File: src/hw/rtl/qxm_pkg.sv
// Package: widths, register indexes and reset values for the X-frame motor mixer.
`default_nettype none

package qxm_pkg;

  localparam int unsigned FIELD_W  = 16;
  localparam int unsigned STAGES   = 6;
  localparam int unsigned CFG_AW   = 2;

  localparam logic [CFG_AW-1:0] REG_THRUST_BASE  = 2'd0;
  localparam logic [CFG_AW-1:0] REG_THRUST_SCALE = 2'd1;
  localparam logic [CFG_AW-1:0] REG_DESAT_FLOOR  = 2'd2;
  localparam logic [CFG_AW-1:0] REG_MIN_OUTPUT   = 2'd3;

  localparam logic [FIELD_W-1:0] THRUST_BASE_RST  = 16'd32768;
  localparam logic [FIELD_W-1:0] THRUST_SCALE_RST = 16'd32768;
  localparam logic [FIELD_W-1:0] DESAT_FLOOR_RST  = 16'd9830;
  localparam logic [FIELD_W-1:0] MIN_OUTPUT_RST   = 16'd6554;

  // Motor values: signed, 16 fractional bits
  localparam int unsigned MIX_W = 21;
  localparam int unsigned SFT_W = 22;
  localparam logic signed [MIX_W-1:0] ONE_MIX = 21'sd65536;
  localparam logic signed [SFT_W-1:0] ONE_SFT = 22'sd65536;

  localparam int unsigned NUM_MOTORS = 4;

endpackage

`default_nettype wire

File: src/hw/rtl/quad_x_motor_mixer_desat.sv
// X-frame quadcopter motor mixer with desaturation, six-stage pipeline.
// Usage:
//   in_tdata carries throttle, roll, pitch and yaw commands (signed Q1.15).
//   out_tdata carries four motor setpoints, 0..65535 full scale.
//   cfg_wr_en/cfg_addr/cfg_wdata write thrust_base, thrust_scale,
//   desat_floor and min_output; write only while the pipeline is empty.
// Timing:
//   Throughput is one beat per cycle while out_tready holds no stage;
//   the stages are the throttle multiply, base sum, scale multiply,
//   motor mix, excess/shortfall search and the shift/clamp/scale
//   output stage.
// Reset:
//   rst_n low empties the pipeline and loads the register defaults
//   (base 0.5, scale 1.0, floor 0.15, min 0.1).
// Stall:
//   When out_tready is low, each full stage holds while the one after it
//   holds too; empty stages keep filling, so in_tready drops only once all
//   six stages hold beats. Nothing is dropped or repeated.
`default_nettype none

module quad_x_motor_mixer_desat (
  input  wire         clk,
  input  wire         rst_n,
  input  wire         in_tvalid,
  output logic        in_tready,
  // throttle[15:0], roll_command[31:16], pitch_command[47:32], yaw_command[63:48]
  input  wire  [63:0] in_tdata,
  output logic        out_tvalid,
  input  wire         out_tready,
  // motor_front_left[15:0], motor_rear_left[31:16],
  // motor_front_right[47:32], motor_rear_right[63:48]
  output logic [63:0] out_tdata,
  input  wire         cfg_wr_en,
  input  wire  [1:0]  cfg_addr,
  input  wire  [15:0] cfg_wdata
);

  localparam int unsigned S  = qxm_pkg::STAGES;
  localparam int unsigned MW = qxm_pkg::MIX_W;
  localparam int unsigned VW = qxm_pkg::SFT_W;
  localparam int unsigned NM = qxm_pkg::NUM_MOTORS;

  logic [15:0] thrust_base_r, thrust_scale_r, desat_floor_r, min_output_r;

  always_ff @(posedge clk) begin
    if (!rst_n) begin
      thrust_base_r  <= qxm_pkg::THRUST_BASE_RST;
      thrust_scale_r <= qxm_pkg::THRUST_SCALE_RST;
      desat_floor_r  <= qxm_pkg::DESAT_FLOOR_RST;
      min_output_r   <= qxm_pkg::MIN_OUTPUT_RST;
    end else if (cfg_wr_en) begin
      unique case (cfg_addr)
        qxm_pkg::REG_THRUST_BASE:  thrust_base_r  <= cfg_wdata;
        qxm_pkg::REG_THRUST_SCALE: thrust_scale_r <= cfg_wdata;
        qxm_pkg::REG_DESAT_FLOOR:  desat_floor_r  <= cfg_wdata;
        qxm_pkg::REG_MIN_OUTPUT:   min_output_r   <= cfg_wdata;
        default: ;
      endcase
    end
  end

  // valid chain and stage enables
  logic [S-1:0] vld_r;
  logic [S-1:0] en;

  always_comb begin
    en[S-1] = !vld_r[S-1] || out_tready;
    for (int k = S - 2; k >= 0; k--) begin
      en[k] = !vld_r[k] || en[k+1];
    end
  end

  always_ff @(posedge clk) begin
    if (!rst_n) begin
      vld_r <= '0;
    end else begin
      for (int k = 0; k < S; k++) begin
        if (en[k]) begin
          vld_r[k] <= (k == 0) ? in_tvalid : vld_r[(k == 0) ? 0 : k - 1];
        end
      end
    end
  end

  assign in_tready  = en[0];
  assign out_tvalid = vld_r[S-1];

  // commands travel as doubled (Q.16) values
  logic signed [16:0] cmd1_r [3], cmd2_r [3], cmd3_r [3];

  // stage 1: throttle * base
  logic signed [16:0] thr_ext, base_ext;
  logic signed [33:0] p1_r;
  assign thr_ext  = {in_tdata[15], in_tdata[15:0]};
  assign base_ext = {1'b0, thrust_base_r};

  always_ff @(posedge clk) begin
    if (en[0]) begin
      p1_r <= thr_ext * base_ext;
      for (int j = 0; j < 3; j++) begin
        cmd1_r[j] <= {in_tdata[16*(j+1) +: 16], 1'b0};
      end
    end
  end

  // stage 2: base + floor(product / 2^15)
  logic signed [18:0] sum_full;
  logic        [16:0] sum_r;
  assign sum_full = {3'b000, thrust_base_r} + 19'(p1_r >>> 15);

  always_ff @(posedge clk) begin
    if (en[1]) begin
      sum_r  <= sum_full[16:0];
      cmd2_r <= cmd1_r;
    end
  end

  // stage 3: sum * scale
  logic [32:0] p2_r;

  always_ff @(posedge clk) begin
    if (en[2]) begin
      p2_r   <= 33'(sum_r) * 33'(thrust_scale_r);
      cmd3_r <= cmd2_r;
    end
  end

  // stage 4: mix; roll/pitch/yaw signs per motor
  logic signed [MW-1:0] thrust;
  logic signed [MW-1:0] r_w, p_w, y_w;
  logic signed [MW-1:0] mix [NM];
  logic signed [MW-1:0] m4_r [NM];

  assign thrust = MW'($signed({1'b0, p2_r[32:15]}));
  assign r_w    = MW'(cmd3_r[0]);
  assign p_w    = MW'(cmd3_r[1]);
  assign y_w    = MW'(cmd3_r[2]);

  always_comb begin
    mix[0] = thrust + r_w + p_w - y_w;
    mix[1] = thrust + r_w - p_w + y_w;
    mix[2] = thrust - r_w + p_w + y_w;
    mix[3] = thrust - r_w - p_w - y_w;
  end

  always_ff @(posedge clk) begin
    if (en[3]) begin
      m4_r <= mix;
    end
  end

  // stage 5: largest excess over 1.0 and largest shortfall below floor
  logic signed [MW-1:0] floor_w;
  logic signed [MW-1:0] exc [NM], shf [NM];
  logic signed [MW-1:0] exc_a, exc_b, shf_a, shf_b, exc_max, shf_max;
  logic signed [MW-1:0] m5_r [NM];
  logic signed [MW-1:0] exc_r, shf_r;

  assign floor_w = MW'($signed({1'b0, desat_floor_r}));

  always_comb begin
    for (int i = 0; i < NM; i++) begin
      exc[i] = (m4_r[i] > qxm_pkg::ONE_MIX) ? m4_r[i] - qxm_pkg::ONE_MIX : '0;
      shf[i] = (m4_r[i] < floor_w) ? floor_w - m4_r[i] : '0;
    end
    exc_a   = (exc[0] > exc[1]) ? exc[0] : exc[1];
    exc_b   = (exc[2] > exc[3]) ? exc[2] : exc[3];
    exc_max = (exc_a > exc_b) ? exc_a : exc_b;
    shf_a   = (shf[0] > shf[1]) ? shf[0] : shf[1];
    shf_b   = (shf[2] > shf[3]) ? shf[2] : shf[3];
    shf_max = (shf_a > shf_b) ? shf_a : shf_b;
  end

  always_ff @(posedge clk) begin
    if (en[4]) begin
      m5_r  <= m4_r;
      exc_r <= exc_max;
      shf_r <= shf_max;
    end
  end

  // stage 6: shift, clamp to [min_output, 1.0], scale by 65535/65536
  logic signed [VW-1:0] minv;
  logic signed [VW-1:0] v [NM];
  logic signed [VW-1:0] vc [NM];
  logic        [63:0]   out_nxt;
  logic        [63:0]   out_r;

  assign minv = VW'($signed({1'b0, min_output_r}));

  always_comb begin
    for (int i = 0; i < NM; i++) begin
      v[i]  = VW'(m5_r[i]) - VW'(exc_r) + VW'(shf_r);
      vc[i] = (v[i] < minv) ? minv : v[i];
      if (vc[i] > qxm_pkg::ONE_SFT) begin
        vc[i] = qxm_pkg::ONE_SFT;
      end
      // floor(v * 65535 / 65536) is v - 1 for v in 1..65536
      out_nxt[16*i +: 16] = (vc[i] == '0) ? 16'd0 : 16'(vc[i] - VW'(1));
    end
  end

  always_ff @(posedge clk) begin
    if (en[5]) begin
      out_r <= out_nxt;
    end
  end

  assign out_tdata = out_r;

endmodule

`default_nettype wire

File: config.mk
export PLATFORM = sky130hd
export DESIGN_NAME = quad_x_motor_mixer_desat
export DESIGN_NICKNAME = d
export VERILOG_FILES = /design/src/hw/rtl/qxm_pkg.sv /design/src/hw/rtl/quad_x_motor_mixer_desat.sv
export SDC_FILE = /design/constraint.sdc
export NUM_CORES = 2
export LEC_CHECK = 0
export ABC_AREA = 1
export BUFFER_PORTS_ARGS = -buffer_cell sky130_fd_sc_hd__buf_2
export CAP_MARGIN = 20
export CORE_MARGIN = 10
export CORE_UTILIZATION = 45
export CTS_CLUSTER_DIAMETER = 60
export DETAILED_ROUTE_END_ITERATION = 16
export GPL_ROUTABILITY_DRIVEN = 1
export HOLD_SLACK_MARGIN = 0.05
export SYNTH_ARGS = -nofsm -noshare
export SYNTH_HDL_FRONTEND = slang
export SYNTH_SLANG_ARGS = --single-unit
File: constraint.sdc
create_clock -name clk -period 10.1 [get_ports clk]
set_input_delay 1.01 -clock clk [delete_from_list [all_inputs] [get_ports clk]]
set_output_delay 1.01 -clock clk [all_outputs]
set_load 0.01 [all_outputs]
After elaboration in Yosys (flattened, before gate mapping)
Index checks and enable logic that the tools add are counted.
{"block": "word_totals", "word_cells": 137, "in_bits": 87, "register_bits": 570}
{"block": "classes", "mul": 2, "addsub": 31, "eq_ne": 3, "n_reduce_logical": 21, "mux": 22, "order_cmp": 22}
{"operator": "two-way mux 21 bit", "n": 14}
{"operator": "two-way mux 22 bit", "n": 8}
{"operator": "> comparator 21 bit", "n": 6}
{"operator": "adder 22 x 21 -> 22 bit", "n": 4}
{"operator": "> comparator 22 x 18 -> 1 bit (second input constant)", "n": 4}
{"operator": "logical NOT 22 bit", "n": 4}
{"operator": "< comparator 22 x 17 -> 1 bit", "n": 4}
{"operator": "subtractor 21 x 21 -> 22 bit", "n": 4}
{"operator": "> comparator 21 x 18 -> 1 bit (second input constant)", "n": 4}
{"operator": "< comparator 21 x 17 -> 1 bit", "n": 4}
{"operator": "subtractor 16 x 21 -> 21 bit", "n": 4}
{"operator": "subtractor 21 x 17 -> 21 bit (second input constant)", "n": 4}
{"operator": "subtractor 16 x 2 -> 16 bit (second input constant)", "n": 4}
{"operator": "adder 20 x 17 -> 21 bit", "n": 2}
{"operator": "adder 21 x 17 -> 21 bit", "n": 2}
{"operator": "subtractor 20 x 17 -> 21 bit", "n": 2}
{"operator": "subtractor 21 x 17 -> 21 bit", "n": 2}
{"operator": "multiplier 17 x 16 -> 33 bit", "n": 1}
{"operator": "multiplier 16 x 17 -> 32 bit", "n": 1}
{"operator": "adder 19 x 17 -> 20 bit", "n": 1}
{"operator": "subtractor 19 x 17 -> 20 bit", "n": 1}
{"operator": "adder 16 x 17 -> 17 bit", "n": 1}
{"operator": "AND reduction 2 bit", "n": 4}
{"operator": "logical NOT 1 bit", "n": 6}
{"operator": "4 further kinds", "n": 10}

Longest topological paths before layout
{"block": "depth", "word_depth": 7, "ltp_mapped": 46, "depth_no_buf": 44}

Worst setup path before layout
OpenSTA, ideal clock, no wires.
{"block": "synth_path", "kind": "input port to output port", "startpoint": "input out_tready", "endpoint": "output in_tready", "n_path_buf": 0, "arrival_ns": 9.782, "slack_ns": -0.692, "stages": 10, "t_required_ns": 9.090, "cell_sequence": "nor2_1 > inv_1 > nor2_1 > inv_1 > nor2_1 > inv_1 > nor2_1 > inv_1 > nor2_1 > nand2_1"}
{"block": "synth_via", "elab_chain_len": 6}
{"element": "from (decl)", "line_no": "quad_x_motor_mixer_desat.sv:29", "rtl": "input wire out_tready,"}
{"element": "logical OR 1 bit", "line_no": "quad_x_motor_mixer_desat.sv:67", "rtl": "en[S-1] = !vld_r[S-1] || out_tready;"}
{"element": "via en[5]", "line_no": "quad_x_motor_mixer_desat.sv:64", "rtl": "logic [S-1:0] en;"}
{"element": "logical OR 1 bit", "line_no": "quad_x_motor_mixer_desat.sv:69", "rtl": "en[k] = !vld_r[k] || en[k+1];"}
{"element": "via en[4]", "line_no": "quad_x_motor_mixer_desat.sv:64"}
{"element": "logical OR 1 bit", "line_no": "quad_x_motor_mixer_desat.sv:69"}
{"element": "via en[3]", "line_no": "quad_x_motor_mixer_desat.sv:64"}
{"element": "logical OR 1 bit", "line_no": "quad_x_motor_mixer_desat.sv:69"}
{"element": "via en[2]", "line_no": "quad_x_motor_mixer_desat.sv:64"}
{"element": "logical OR 1 bit (2 in series)", "line_no": "quad_x_motor_mixer_desat.sv:69"}
{"element": "to (decl)", "line_no": "quad_x_motor_mixer_desat.sv:25", "rtl": "output logic in_tready,"}
The timed path passes the listed nets, and every way through them passes these cells.

Worst setup path after layout
{"block": "layout_path", "startpoint": "register desat_floor_r[4]", "endpoint": "register shf_r[19] (data pin)"}
{"block": "layout_via", "elab_chain_len": 6}
{"element": "from (decl)", "line_no": "quad_x_motor_mixer_desat.sv:43", "rtl": "logic [15:0] thrust_base_r, thrust_scale_r, desat_floor_r, min_output_r;"}
{"element": "from (signal assigned)", "line_no": "quad_x_motor_mixer_desat.sv:49", "rtl": "desat_floor_r <= qxm_pkg::DESAT_FLOOR_RST;"}
{"element": "from (signal assigned)", "line_no": "quad_x_motor_mixer_desat.sv:55", "rtl": "qxm_pkg::REG_DESAT_FLOOR: desat_floor_r <= cfg_wdata;"}
{"element": "subtractor 16 x 21 -> 21 bit or < comparator 21 x 17 -> 1 bit (tied branches)", "line_no": "quad_x_motor_mixer_desat.sv:164", "rtl": "shf[i] = (m4_r[i] < floor_w) ? floor_w - m4_r[i] : '0;"}
{"element": "two-way mux 21 bit", "line_no": "quad_x_motor_mixer_desat.sv:164"}
{"element": "> comparator 21 bit (on tied branches)", "line_no": "quad_x_motor_mixer_desat.sv:169, quad_x_motor_mixer_desat.sv:170"}
{"element": "two-way mux 21 bit (on tied branches)", "line_no": "quad_x_motor_mixer_desat.sv:169, quad_x_motor_mixer_desat.sv:170"}
{"element": "> comparator 21 bit", "line_no": "quad_x_motor_mixer_desat.sv:171", "rtl": "shf_max = (shf_a > shf_b) ? shf_a : shf_b;"}
{"element": "two-way mux 21 bit (*)", "line_no": "quad_x_motor_mixer_desat.sv:171"}
{"element": "via shf_max[19]", "line_no": "quad_x_motor_mixer_desat.sv:155", "rtl": "logic signed [MW-1:0] exc_a, exc_b, shf_a, shf_b, exc_max, shf_max;"}
{"element": "to (signal assigned)", "line_no": "quad_x_motor_mixer_desat.sv:178", "rtl": "shf_r <= shf_max;"}
{"element": "to (decl)", "line_no": "quad_x_motor_mixer_desat.sv:157", "rtl": "logic signed [MW-1:0] exc_r, shf_r;"}
The timed path passes the listed nets; every way through them passes the cells marked *.
A chain may end at the register's enable or synchronous reset.

==> qor.yml <==
ant_nets: 0
seq_area_frac_synth: 0.2391
avgSynthCellArea_sq_um: 7.906
dp.cells: 9952
yosys.area.top_type: "edfxtp_1"
core.rowCount: 138
endpoint_kind: "flop"
root_buffer: "clkbuf_16"
place_area_sq_mm: 0.06646
fp.dieH_um: 396.7
dieArea_sq_mm: 0.1574
htree_levels: 3
synth_flop_cell: "edfxtp_1"
top_level_ports: 153
drtPass1Iterations: 5
synth.most_common_cell: "nand2_1"
drtIter0Drc: 4692
holdBufCountCts: 0
synthTopCellsByArea: "edfxtp_1, fa_1, ha_1"
cp_slowest_stage_delay_ps: 750
ff2ff_setup_slack_ps: 1070
antenna_found_initial: 9
die_x_um: 396.7
grtUsageTotal: 0.2813
async_reset_ff_frac: 0
grt-ovfl-total: 0
clock-sinks: 532
holdPathEnd: "cmd2_r[16]$_DFFE_PP_"
multi_input_area_sq_mm: 0.04131
post_cts_buffers: 0
drive_gt1_frac: 0.05305
period_share: 0.8938
seq_area_sq_mm: 0.01527
numPortBuffers: 152
critPathKind: "reg2reg"
start_util: 0.4522
num_vias: 53890
grt_pass1_vias: 53789
grt_max_degree: 71
finalSetupTns_ps: 0
synthToLayoutAreaGrowth_pct: 8.147
start_kind: "flop"
final_cells: 10096
remaining_drc_errors: 0
synth-seq-cells: 532
required_ps: 10490
cap_violations: 0
slew_violations: 0
fmax_mhz: 110.8
postLayoutCellArea_sq_mm: 0.06908
cp_slowest_cell: "o21ai_0"
syn_nets: 9484
worst_pin_slew_ps: 1197
syn_inst: 8079
synth_edf_count: 462
synth_cell_type_count: 72
worst-path-max-fanout: 27
grt_pass1_wl_mm: 334.9
hpwl_mm: 187.9
fin_crit_ps: 9027
clk_pin_slew_ps: 60
core_sq_mm: 0.1412
cts_buffer_depth: 3
min-delay-start: "cmd1_r[16]$_DFFE_PP_"
place_congestion: 1.043
routedWlPerCell_um: 22.16
hold_depth: 0
cts_resized: 0
timing.rr.end: "shf_r[19]$_DFFE_PP_"
rr_worst_depth: 33
fin_skew_ps: 62.41
timing.slew.headroom: 0.1938
insertion_delay_ps: 700
crit_top_cell: "nand2_1"
nets: 9545
numCtsBuffers: 76
synthTopCellsByCount: "nand2_1, inv_1, ha_1"
syn-cell-area_sq_mm: 0.06387
hold_viol_final: 0
ys_warn_count: 0
finalSetupViolations: 0
wirelength_mm: 223.7
fill_cells: 14112
crit_arrival_ps: 9420
worst_r2r_startpoint: "desat_floor_r[4]$_SDFFE_PN0P_"
viasPerCell: 5.338
hp-class: "reg2reg"
cts_tree: "yes"
yosysTopAreaCellShare: 0.2172
grt_setup_unrepaired: "false"
outcome: "finished clean"
-- cells by family (layout without fill, tap and decap cells) --
logic type | Yosys count | in the layout | synth area share
fa+ha+maj | 1318 | 1318 | 0.3246
compound gates | 1097 | 1097 | 0.09671
flops | 532 | 532 | 0.2391
other cells | 0 | 6 | 0
xor+xnor | 242 | 242 | 0.03330
buf+inv | 1926 | 2047 | 0.1145
simple gates | 2964 | 2964 | 0.1918
-- cells in the final DEF (no fill, tap or decap), drive strengths merged, types with 166 or more instances in the layout --
master	instances
a21oi	472
buf	192
edfxtp	462
fa	565
ha	753
inv	1721
nand2	1909
nand3	319
nor2	487
o21ai	409
xor2	166
-- registers in the layout, summed over array words and instances (netlist names) --
signal	cells
shf_r	21
cmd1_r	48
desat_floor_r	16
exc_r	21
cmd2_r	48
thrust_scale_r	16
vld_r	6
cmd3_r	48
p2_r	18
p1_r	17
m4_r	80
sum_r	17
thrust_base_r	16
out_tdata	64
m5_r	80
min_output_r	16
-- metrics by stage --
stage / setup WS, ps / util / hold slack (ps)
5_1_grt: 717.7 / 0.4890 / 390.5
2_1_floorplan: 330.9 / - / 400.3
3_3_place_gp: 1265 / 0.4705 / 401.0
6_report: 1073 / 0.4891 / 373.5
3_5_place_dp: 1371 / 0.4705 / 404.5
4_1_cts: 1316 / 0.4890 / 376.4
-- worst max-delay path: cells and delay by family, from the launching register on --
| kind | cells | cell delay, ps |
|---|---|---|
| XOR/XNOR | 1 | 180 |
| flip-flops | 1 | 510 |
| adder cells (fa/ha/maj) | 3 | 1130 |
| buffers and inverters | 5 | 1190 |
| AND/OR/NAND/NOR | 11 | 2240 |
| AO/OA/AOI/OAI | 13 | 3390 |
-- cell type report --
type / count / area share
sequential: 532 / 0.2211
tap: 1890 / 0.03423
clock inverter: 52 / 0.009147
antenna: 6 / 0.0002174
multi-input combinational: 5621 / 0.5980
clock buffer: 86 / 0.02851
inverter: 1717 / 0.09339
timing repair buffer: 192 / 0.01536
-- layer usage --
metal / GRT usage / up-vias / routed length [um]
li1: - / 25672 / -
met1: 0.3774 / 25923 / 96490
met2: 0.4518 / 1949 / 100500
met3: 0.04988 / 342 / 17520
met4: 0.1054 / 4 / 9160
met5: 0 / - / 27
-- worst max-delay path by stage --
stage	startpoint	end	slack, ps	cells after the start
after floorplan	out_tready	in_tready	330	10
after global routing	desat_floor_r[3]$_SDFFE_PN0P_	shf_r[19]$_DFFE_PP_	720	37
after detailed placement	desat_floor_r[4]$_SDFFE_PN0P_	shf_r[19]$_DFFE_PP_	1370	38
after global placement	desat_floor_r[4]$_SDFFE_PN0P_	shf_r[17]$_DFFE_PP_	1260	37
final	desat_floor_r[4]$_SDFFE_PN0P_	shf_r[19]$_DFFE_PP_	1070	33
after CTS	desat_floor_r[4]$_SDFFE_PN0P_	shf_r[19]$_DFFE_PP_	1320	37
Power is not shown: default switching activity piles up to over one toggle a cycle in this logic, so the estimate is an artifact.
